<file path="src/euler_dead_reckoning_with_gps_reset_core_assert.svh">
// Assertion macros shared by the dead-reckoning core.
`ifndef EULER_DEAD_RECKONING_WITH_GPS_RESET_CORE_ASSERT_SVH
`define EULER_DEAD_RECKONING_WITH_GPS_RESET_CORE_ASSERT_SVH

// Same-cycle implication, checked outside reset.
`define EDR_ASSERT_IMP(lbl, clk, rstn, ante, cons, msg) \
    lbl: assert property (@(posedge clk) disable iff (!rstn) (ante) |-> (cons)) \
        else $error(msg);

// Next-cycle implication, checked outside reset.
`define EDR_ASSERT_NXT(lbl, clk, rstn, ante, cons, msg) \
    lbl: assert property (@(posedge clk) disable iff (!rstn) (ante) |=> (cons)) \
        else $error(msg);

`endif

</file>
<file path="src/edr_pkg.sv">
// Package with the word types, constants and helpers of the dead-reckoning core.
package edr_pkg;

    localparam int ANGLE_BITS_DEF    = 16;
    localparam int POSITION_BITS_DEF = 48;

    localparam int REF_W  = 34;
    localparam int OUT_W  = 48;
    localparam int DISP_W = 36;
    localparam int MA_W   = 34;
    localparam int MB_W   = 32;
    localparam int MP_W   = 66;
    localparam int MR_W   = 67;
    localparam int CIDX_W = 2;

    localparam logic [CIDX_W-1:0] CFG_EAST_REF  = 2'd0;
    localparam logic [CIDX_W-1:0] CFG_NORTH_REF = 2'd1;

    // Odd Taylor coefficients of sine over a quarter turn, Q30.
    localparam logic signed [31:0] C_A1 = 32'sd1686629713;
    localparam logic signed [31:0] C_A3 = -32'sd693598668;
    localparam logic signed [31:0] C_A5 = 32'sd85569306;
    localparam logic signed [31:0] C_A7 = -32'sd5026995;
    localparam logic signed [31:0] C_A9 = 32'sd172273;
    localparam logic [30:0]        Q30_ONE = 31'h4000_0000;

    typedef enum logic [1:0] {
        SH_NONE,
        SH_Q15,
        SH_Q30
    } edr_shift_t;

    typedef struct packed {
        logic       start;
        edr_shift_t shift;
    } edr_mul_ctl_t;

    typedef struct packed {
        logic [15:0]        yaw_angle;
        logic signed [15:0] pitch_angle;
        logic signed [15:0] roll_angle;
        logic signed [15:0] vel_forward;
        logic signed [15:0] vel_starboard;
        logic signed [15:0] vel_down;
        logic [15:0]        step_time;
        logic               gps_fix;
        logic [REF_W-1:0]   utm_east_mm;
        logic [REF_W-1:0]   utm_north_mm;
    } edr_in_t;

    typedef struct packed {
        logic signed [OUT_W-1:0] dead_x;
        logic signed [OUT_W-1:0] dead_y;
        logic signed [OUT_W-1:0] nav_x;
        logic signed [OUT_W-1:0] nav_y;
        logic                    gps_used;
        logic                    saturated;
    } edr_out_t;

    // Arithmetic shift right by 15 with rounding half away from zero.
    function automatic logic signed [35:0] rnd15(input logic signed [49:0] v);
        logic [49:0] mag;
        logic [49:0] q;
        logic [35:0] q36;
        mag = v[49] ? 50'(-v) : 50'(v);
        q   = (mag + 50'h4000) >> 15;
        q36 = q[35:0];
        return v[49] ? -$signed(q36) : $signed(q36);
    endfunction

endpackage

</file>
<file path="src/edr_mul.sv">
// Shared sign-magnitude multiplier with registered product and rounding shift.
module edr_mul import edr_pkg::*; (
    input  logic                   aclk,
    input  edr_mul_ctl_t           ctl,
    input  logic signed [MA_W-1:0] a,
    input  logic signed [MB_W-1:0] b,
    output logic signed [MR_W-1:0] res
);

    logic [MA_W-1:0] mag_a;
    logic [MB_W-1:0] mag_b;
    logic [MP_W-1:0] prod_reg;
    logic            neg_reg;
    edr_shift_t      shift_reg;
    logic [MP_W-1:0] half;
    logic [4:0]      shamt;
    logic [MP_W-1:0] rounded;

    assign mag_a = a[MA_W-1] ? MA_W'(-a) : MA_W'(a);
    assign mag_b = b[MB_W-1] ? MB_W'(-b) : MB_W'(b);

    always_ff @(posedge aclk) begin
        if (ctl.start) begin
            prod_reg  <= MP_W'(mag_a) * MP_W'(mag_b);
            neg_reg   <= a[MA_W-1] ^ b[MB_W-1];
            shift_reg <= ctl.shift;
        end
    end

    always_comb begin
        case (shift_reg)
            SH_Q15: begin
                half  = MP_W'(1) << 14;
                shamt = 5'd15;
            end
            SH_Q30: begin
                half  = MP_W'(1) << 29;
                shamt = 5'd30;
            end
            default: begin
                half  = '0;
                shamt = 5'd0;
            end
        endcase
        rounded = (prod_reg + half) >> shamt;
        res     = neg_reg ? -$signed({1'b0, rounded}) : $signed({1'b0, rounded});
    end

endmodule

</file>
<file path="config.mk">
export PLATFORM = sky130hd
export DESIGN_NAME = edr_mul
export DESIGN_NICKNAME = d
export VERILOG_FILES = /design/src/euler_dead_reckoning_with_gps_reset_core_assert.svh /design/src/edr_pkg.sv /design/src/edr_mul.sv
export SDC_FILE = /design/constraint.sdc
export NUM_CORES = 2
export LEC_CHECK = 0
export BUFFER_PORTS_ARGS = -buffer_cell sky130_fd_sc_hd__clkbuf_2
export CAP_MARGIN = 15
export CORE_MARGIN = 2
export CORE_UTILIZATION = 40
export CTS_CLUSTER_SIZE = 24
export DETAILED_ROUTE_END_ITERATION = 8
export PLACE_DENSITY = 0.65
export RECOVER_POWER = 50
export SKIP_CTS_REPAIR_TIMING = 1
export SLEW_MARGIN = 20
export SYNTH_ARGS = -nofsm -noshare
export SYNTH_HDL_FRONTEND = slang
export SYNTH_SLANG_ARGS = --single-unit
</file>
<file path="constraint.sdc">
create_clock -name aclk -period 28.1 [get_ports aclk]
set_input_delay 1.405 -clock aclk [delete_from_list [all_inputs] [get_ports aclk]]
set_output_delay 1.405 -clock aclk [all_outputs]
set_load 0.005 [all_outputs]
</file>
==> results.json <==
{
  "layout_commonest_cell": "inv_1",
  "finalNonFillerCells": 6852,
  "violations": "capacitance limit, slew limit",
  "finalCritPeriodShare_pct": 52.0,
  "drc": 0,
  "start_util_pct": 40.1,
  "finalInstanceArea_um2": 48200,
  "endpoint_kind": "flip-flop",
  "detail_route.wl_per_cell_um": 23.5,
  "antenna_found_initial": 1,
  "ys_seq_area_share_pct": 4.61,
  "synthArstFlopShare_pct": 0,
  "syn_area_um2": 45000,
  "syn_nets": 6666,
  "largest_reg_flops": 66,
  "multi_input_area_um2": 38500,
  "synthFlopType": "edfxtp_1",
  "gp_congestion": 0.984,
  "min_from": "ctl[0]",
  "area_delta_synth_final_pct": 7.20,
  "clk_pin_slew_ns": 0.06,
  "worst_slew_pin_slew_ns": 3.71,
  "crit_top_cell": "fa_1",
  "vias": 39200,
  "portBuffers": 136,
  "worstSetupStartpointType": "primary input",
  "core_area_um2": 112000,
  "cts_root_buffer": "clkbuf_16",
  "syn_inst": 5368,
  "dr.pass1.iters": 6,
  "fin_setup_tns_ns": 0,
  "final_nets": 6644,
  "die_y_um": 339,
  "dpl.cell_count": 6835,
  "rsz0062_at_grt": "no",
  "wirelength_mm": 161,
  "drv_cap": 7,
  "cp.required_ns": 28.18,
  "grt_pass1_vias": 40100,
  "cp_slowest_stage_delay_ns": 1.60,
  "cts_max_level": 3,
  "vias_per_cell": 5.72,
  "avgSynthCellArea_um2": 8.38,
  "synth_cell_types": 102,
  "startpoint": "b[0]",
  "grt_max_degree": 80,
  "setup_ws_ns": 13.48,
  "hold_end": "shift_reg[0]$_DFFE_PP_",
  "die_x_um": 339,
  "regArea_um2": 2070,
  "postRouteAntennaNets": 0,
  "cts_made_buffers": 9,
  "clkSinkCount": 69,
  "crit_slowest_cell": "clkbuf_1",
  "min_period_ns": 14.62,
  "arrival_ns": 14.70,
  "grt_overflow": 0,
  "dp_hpwl_mm": 127,
  "finalSetupViolCount": 0,
  "timing.fmax_mhz": 68.4,
  "postPlaceCellArea_um2": 47900,
  "whs_path_depth": 1,
  "drive_gt1_share_pct": 7.53,
  "n_fill_cell": 11300,
  "worst-path-max-fanout": 34,
  "path_class": "primary input to flip-flop",
  "gr-usage-all-layers_pct": 27.8,
  "ys_warn_count": 0,
  "hold_viol_final": 0,
  "drv_slew": 272,
  "pre_cts_ws_ns": 14.10,
  "io_pins": 137,
  "synth_edf_count": 69,
  "min_path_type": "primary input to flip-flop",
  "slew_headroom_pct": -148,
  "rows": 123,
  "cts_buffer_depth": 2,
  "die_area_um2": 115000,
  "drt_iter0_drc": 3829,
  "ys_ff_latch": 69,
  "grt_pass1_wl_mm": 245,
  "cts_tree": "built",
  "final_cell_mix": "inv_1, fa_1, nand2_1",
  "status": "finished, violations left"
}
==> metal layers <==
| layer | GRT usage (%) | wire, um |
|---|---|---|
| met3 | 6.36 | 18100 |
| met4 | 13.8 | 9750 |
| met1 | 37.0 | 63400 |
| met5 | 0 | 0 |
| met2 | 42.8 | 69400 |
==> cell families (layout without fill, tap and decap cells) <==
group                      count (synthesis)  count (layout)  share of synthesized area [%]
and+or+nand+nor                         1818            1818                           18.1
buffers and inverters                   1324            1307                           11.2
adders and majority gates               1228            1228                           50.1
AOI/OAI and AO/OA                        620             620                           9.53
xor gates and xnor gates                 260             260                           5.06
DFF                                       69              69                           4.61
muxes                                     49              49                           1.33
other                                      0               1                              0
==> final cells by class <==
| type | count | area share [%] |
|---|---|---|
| Timing Repair Buffer | 256 | 3.24 |
| Multi-Input combinational cell | 3975 | 79.8 |
| Antenna cell | 1 | 0.00519 |
| Clock inverter | 7 | 0.187 |
| Clock buffer | 9 | 0.467 |
| Inverter | 1035 | 8.06 |
| Sequential cell | 69 | 4.30 |
| Tap cell | 1500 | 3.89 |
==> critical path: cells and delay by family <==
family	cells	cell delay [ns]
muxes	1	0.14
buffers and inverters	7	4.22
adders and majority gates	9	4.68
AOI/OAI and AO/OA	11	3.63
xor gates and xnor gates	1	0.16
and+or+nand+nor	1	0.44
==> metrics by stage <==
step / util, % / hold slack, ns
2_1_floorplan: - / 1.50
3_3_place_gp: 42.8 / 1.65
3_5_place_dp: 42.8 / 1.65
4_1_cts: 43.1 / 1.29
5_1_grt: 43.0 / 1.33
6_report: 43.0 / 1.31
==> cells in the mapped netlist (35+ instances only) <==
cell,count,area share [%]
nor3_1,51,0.57
fa_1,956,43
edfxtp_1,69,4.6
nor2_1,568,4.7
ha_1,272,7.6
a21oi_1,116,1.3
clkbuf_1,234,2.0
nand2_1,826,6.9
nand3_1,62,0.69
and2_1,35,0.49
o21ai_0,134,1.5
xor2_1,113,2.2
inv_1,1032,8.6
xnor2_1,147,2.9
nand4_1,40,0.56
a21o_1,45,0.75
==> worst max-delay path by stage <==
stage / end / slack [ns]
after CTS: prod_reg[61]$_DFFE_PP_ / 14.45
after detailed placement: prod_reg[61]$_DFFE_PP_ / 14.10
after global placement: prod_reg[61]$_DFFE_PP_ / 14.05
after floorplan: prod_reg[61]$_DFFE_PP_ / 15.97
final: prod_reg[61]$_DFFE_PP_ / 13.48
after global routing: prod_reg[61]$_DFFE_PP_ / 12.76
Power is left out: the tool's default activity adds up to more than one toggle a clock period on the data nets, which glitch-free logic cannot reach.
