===== config.mk =====
export PLATFORM = sky130hd
export DESIGN_NAME = edr_sat
export DESIGN_NICKNAME = d
export VERILOG_FILES = /design/src/euler_dead_reckoning_with_gps_reset_core_assert.svh /design/src/edr_pkg.sv /design/src/edr_sat.sv
export SDC_FILE = /design/constraint.sdc
export NUM_CORES = 1
export LEC_CHECK = 0
export BUFFER_PORTS_ARGS = -buffer_cell sky130_fd_sc_hd__buf_4
export CAP_MARGIN = 20
export CELL_PAD_IN_SITES_DETAIL_PLACEMENT = 0
export CELL_PAD_IN_SITES_GLOBAL_PLACEMENT = 1
export CORE_MARGIN = 4
export CORE_UTILIZATION = 25
export DETAILED_ROUTE_END_ITERATION = 7
export PLACE_DENSITY_LB_ADDON = 0.1
export SLEW_MARGIN = 5
export SYNTH_ARGS = -nofsm -noshare
export SYNTH_HDL_FRONTEND = slang
export SYNTH_SLANG_ARGS = --single-unit

===== constraint.sdc =====
create_clock -name vclk -period 4.5
set_clock_uncertainty 0.15 [all_clocks]
set_input_delay 0.675 -clock vclk [all_inputs]
set_output_delay 0.675 -clock vclk [all_outputs]
set_load 0.005 [all_outputs]

===== src/euler_dead_reckoning_with_gps_reset_core_assert.svh =====
// Assertion macros shared by the dead-reckoning core.
`ifndef EULER_DEAD_RECKONING_WITH_GPS_RESET_CORE_ASSERT_SVH
`define EULER_DEAD_RECKONING_WITH_GPS_RESET_CORE_ASSERT_SVH

// Same-cycle implication, checked outside reset.
`define EDR_ASSERT_IMP(lbl, clk, rstn, ante, cons, msg) \
    lbl: assert property (@(posedge clk) disable iff (!rstn) (ante) |-> (cons)) \
        else $error(msg);

// Next-cycle implication, checked outside reset.
`define EDR_ASSERT_NXT(lbl, clk, rstn, ante, cons, msg) \
    lbl: assert property (@(posedge clk) disable iff (!rstn) (ante) |=> (cons)) \
        else $error(msg);

`endif


===== src/edr_pkg.sv =====
// Package with the word types, constants and helpers of the dead-reckoning core.
package edr_pkg;

    localparam int ANGLE_BITS_DEF    = 16;
    localparam int POSITION_BITS_DEF = 48;

    localparam int REF_W  = 34;
    localparam int OUT_W  = 48;
    localparam int DISP_W = 36;
    localparam int MA_W   = 34;
    localparam int MB_W   = 32;
    localparam int MP_W   = 66;
    localparam int MR_W   = 67;
    localparam int CIDX_W = 2;

    localparam logic [CIDX_W-1:0] CFG_EAST_REF  = 2'd0;
    localparam logic [CIDX_W-1:0] CFG_NORTH_REF = 2'd1;

    // Odd Taylor coefficients of sine over a quarter turn, Q30.
    localparam logic signed [31:0] C_A1 = 32'sd1686629713;
    localparam logic signed [31:0] C_A3 = -32'sd693598668;
    localparam logic signed [31:0] C_A5 = 32'sd85569306;
    localparam logic signed [31:0] C_A7 = -32'sd5026995;
    localparam logic signed [31:0] C_A9 = 32'sd172273;
    localparam logic [30:0]        Q30_ONE = 31'h4000_0000;

    typedef enum logic [1:0] {
        SH_NONE,
        SH_Q15,
        SH_Q30
    } edr_shift_t;

    typedef struct packed {
        logic       start;
        edr_shift_t shift;
    } edr_mul_ctl_t;

    typedef struct packed {
        logic [15:0]        yaw_angle;
        logic signed [15:0] pitch_angle;
        logic signed [15:0] roll_angle;
        logic signed [15:0] vel_forward;
        logic signed [15:0] vel_starboard;
        logic signed [15:0] vel_down;
        logic [15:0]        step_time;
        logic               gps_fix;
        logic [REF_W-1:0]   utm_east_mm;
        logic [REF_W-1:0]   utm_north_mm;
    } edr_in_t;

    typedef struct packed {
        logic signed [OUT_W-1:0] dead_x;
        logic signed [OUT_W-1:0] dead_y;
        logic signed [OUT_W-1:0] nav_x;
        logic signed [OUT_W-1:0] nav_y;
        logic                    gps_used;
        logic                    saturated;
    } edr_out_t;

    // Arithmetic shift right by 15 with rounding half away from zero.
    function automatic logic signed [35:0] rnd15(input logic signed [49:0] v);
        logic [49:0] mag;
        logic [49:0] q;
        logic [35:0] q36;
        mag = v[49] ? 50'(-v) : 50'(v);
        q   = (mag + 50'h4000) >> 15;
        q36 = q[35:0];
        return v[49] ? -$signed(q36) : $signed(q36);
    endfunction

endpackage


===== src/edr_sat.sv =====
// Saturating add of a displacement to a position coordinate.
module edr_sat import edr_pkg::*; #(
    parameter int POSITION_BITS = POSITION_BITS_DEF
) (
    input  logic signed [POSITION_BITS-1:0] base,
    input  logic signed [DISP_W-1:0]        delta,
    output logic signed [POSITION_BITS-1:0] sum,
    output logic                            clamped
);

    localparam int SW = ((POSITION_BITS > DISP_W) ? POSITION_BITS : DISP_W) + 1;

    logic signed [SW-1:0] wide;
    logic signed [SW-1:0] max_v;
    logic signed [SW-1:0] min_v;

    assign wide  = SW'(base) + SW'(delta);
    assign max_v = $signed({{(SW-POSITION_BITS+1){1'b0}}, {(POSITION_BITS-1){1'b1}}});
    assign min_v = ~max_v;

    always_comb begin
        if (wide > max_v) begin
            sum     = max_v[POSITION_BITS-1:0];
            clamped = 1'b1;
        end else if (wide < min_v) begin
            sum     = min_v[POSITION_BITS-1:0];
            clamped = 1'b1;
        end else begin
            sum     = wide[POSITION_BITS-1:0];
            clamped = 1'b0;
        end
    end

endmodule


==> metrics.csv <==
stage,metric,value,unit
run_status,status,completed,
sta,finalCriticalPeriod,4.45,ns
detailed_routing,drc_errors,0,
grt,grt.overflow.total,0,
sta,tightest_slew,0.503,ns
placed_design,portBuffers,133,
logic_synthesis,syn_area_per_cell,6.61,sq um
sta,finalMaxSlewViolations,0,
logic_synthesis,synthCells,481,
grt,track_usage,0.161,
pwr,clockPowerShare,0,
floorplanning,initial_core_util,0.260,
cells_and_area,drive_above_1_share,0.411,
logic_synthesis,synth_cell_types,54,
logic_synthesis,ys_warn_count,0,
setup_path,path_max_fanout,7,
cells_and_area,layout.area.seq,0,sq um
sta,finalSetupTns,0,ns
pwr,seqPwrFrac,0,
grt,grt_pass1_vias,4152,
cells_and_area,num_antenna_cells,0,
sta,relSlewSlack,0.662,
pwr,p_switching,518,uW
logic_synthesis,ys_seq_area_frac,0,
setup_path,cp_common_cell,buf_4,
setup_path,critPathKind,in2out,
setup_path,end_kind,output pin,
grt,antenna_found_initial,0,
cells_and_area,clockBufferCount,0,
cells_and_area,n_fill_cell,1304,
grt,grt_pass1_wl,20.1,mm
sta,fmax,0.225,GHz
sta,setup_violations,0,
detailed_routing,drtPass1Iterations,4,
floorplanning,die_h,121,um
min_path,hp-class,in2out,
cells_and_area,area_growth,69.3,%
cells_and_area,final_cells,839,
floorplanning,io_pins,133,
detailed_routing,via_per_inst,5.09,
setup_path,cp_slowest_cell,nor4_4,
run,drv_cap,0,
detailed_routing,num_vias,4272,
placed_design,place_inst,831,
pwr,peakVddDrop,95.5,uV
setup_path,max_stage_delay,0.42,ns
cells_and_area,final_core_util,0.441,
pwr,p_comb_frac,1.000,
setup_path,crit_required,3.67,ns
pwr,power.density,205,nW/um^2
placed_design,gp_congestion,0.874,
floorplanning,die_area,14600,sq um
sta,rsz0062_at_grt,yes,
grt,grt_max_degree,25,
setup_path,arrival,3.62,ns
cells_and_area,n_sequential_cell,0,
sta,final.period_utilization,0.988,
detailed_routing,wl_per_cell,15.5,um
detailed_routing,drt-total-wl,13.0,mm
pwr,p_int,586,uW
detailed_routing,ant_nets,0,
cells_and_area,final_common_cell,buf_4,
pwr,swShare,0.469,
floorplanning,core,12200,sq um
setup_path,start_kind,input pin,
detailed_routing,drt_iter0_markers,237,
logic_synthesis,syn_nets,614,
pwr,p_leak,2.45,nW
floorplanning,num_rows,40,
sta,hold_violations,0,
sta,hold_slack,1.64,ns
setup_path,path_cells,"clkbuf_16, ha_4, and4_4, and2_4, a22oi_2, a221o_1, mux2_4, a31o_1, nor4_4, buf_4, nand2_8, buf_12, a21oi_1, buf_4",
placed_design,hpwl,10.7,mm
logic_synthesis,syn_area,3180,sq um
cells_and_area,finish.net_count,806,
pwr,total_power,1.10,mW
floorplanning,die_w,121,um
cells_and_area,layout_common_cells,"buf_4 (202), a21oi_1 (58), ha_1 (38)",
## per-layer routing
metal | global-route usage | wire length [um] | share of wire | vias to the layer above
li1 | - | - | - | 2198
met4 | 0.00850 | 74 | 0.0057 | 0
met2 | 0.277 | 6160 | 0.47 | 103
met1 | 0.226 | 6150 | 0.47 | 1967
met3 | 0.0206 | 640 | 0.049 | 4
met5 | 0 | 0 | 0 | -
## stage by stage
stage | instance area (sq um) | worst slack [ns]
floorplan | 3180 | 0.404
detailed placement | 4870 | -0.225
CTS | 4900 | 0.0146
global route | 5390 | -0.0353
finish | 5390 | 0.0531
global placement | 4870 | -0.0682
## cell type report
type	count	area, sq um	share of cell area
multi-input combinational	445	3390	0.629
timing repair buffer	212	1740	0.322
tap	168	210	0.0390
inverter	14	52.6	0.00976
## synthesized netlist by cell type, types with 3 or more instances
master | instances | share of area
a21oi_1 | 81 | 0.13
ha_1 | 48 | 0.19
nand2_1 | 35 | 0.041
nor2_1 | 35 | 0.041
o21ai_0 | 25 | 0.039
xnor2_1 | 25 | 0.069
a21o_1 | 19 | 0.045
o21ai_1 | 19 | 0.030
xor2_1 | 18 | 0.050
inv_1 | 14 | 0.017
clkbuf_1 | 13 | 0.015
nand4_1 | 12 | 0.024
nor3_1 | 12 | 0.019
nor2b_1 | 11 | 0.022
buf_2 | 10 | 0.016
nand3_1 | 9 | 0.014
o21bai_1 | 9 | 0.021
and4_1 | 7 | 0.019
a31oi_1 | 6 | 0.012
and2_1 | 5 | 0.0098
o211ai_1 | 5 | 0.012
o21a_1 | 5 | 0.012
o31ai_1 | 5 | 0.012
or2_2 | 5 | 0.0098
a211oi_1 | 4 | 0.0094
nor4_1 | 4 | 0.0079
a22oi_1 | 3 | 0.0071
nand2b_1 | 3 | 0.0059
o22ai_1 | 3 | 0.0059
## power by group through the flow
stage | sequential [mW] | combinational (mW) | clock (mW)
floorplan | 0 | 0.494 | 0
global placement | 0 | 0.985 | 0
detailed placement | 0 | 0.980 | 0
CTS | 0 | 0.994 | 0
global route | 0 | 1.21 | 0
finish | 0 | 1.10 | 0
## path summary, 6_finish.rpt
path / start / endpoint / slack (ns) / cells after the start
max: delta[35] / sum[28] / 0.05 / 14
min: delta[0] / sum[0] / 1.64 / 5
## cells by family (layout without fill, tap and decap cells)
family | after synthesis | count (layout) | synth area share
compound gates | 203 | 203 | 0.389
simple gates | 145 | 146 | 0.236
fa+ha+maj | 50 | 50 | 0.198
xor+xnor | 43 | 43 | 0.118
buf+inv | 37 | 226 | 0.0476
mux | 3 | 3 | 0.0102
## worst max-delay path, delay by kind of cell
kind / cells / cell delay, ns
compound gates: 4 / 0.78
fa+ha+maj: 1 / 0.28
buf+inv: 4 / 0.66
mux: 1 / 0.30
simple gates: 4 / 0.90
## what timing repair did
item / 4_1_cts / 5_1_grt
setup endpoints to repair: 46 / 48
pin swaps: 2 / 12
resized for setup: 7 / 70
hold endpoints to repair: 0 / 0
buffers inserted: 0 / 3
cloned: 1 / 4
hold buffers: 0 / 0
No activity file was read; power rests on OpenSTA's default activity.
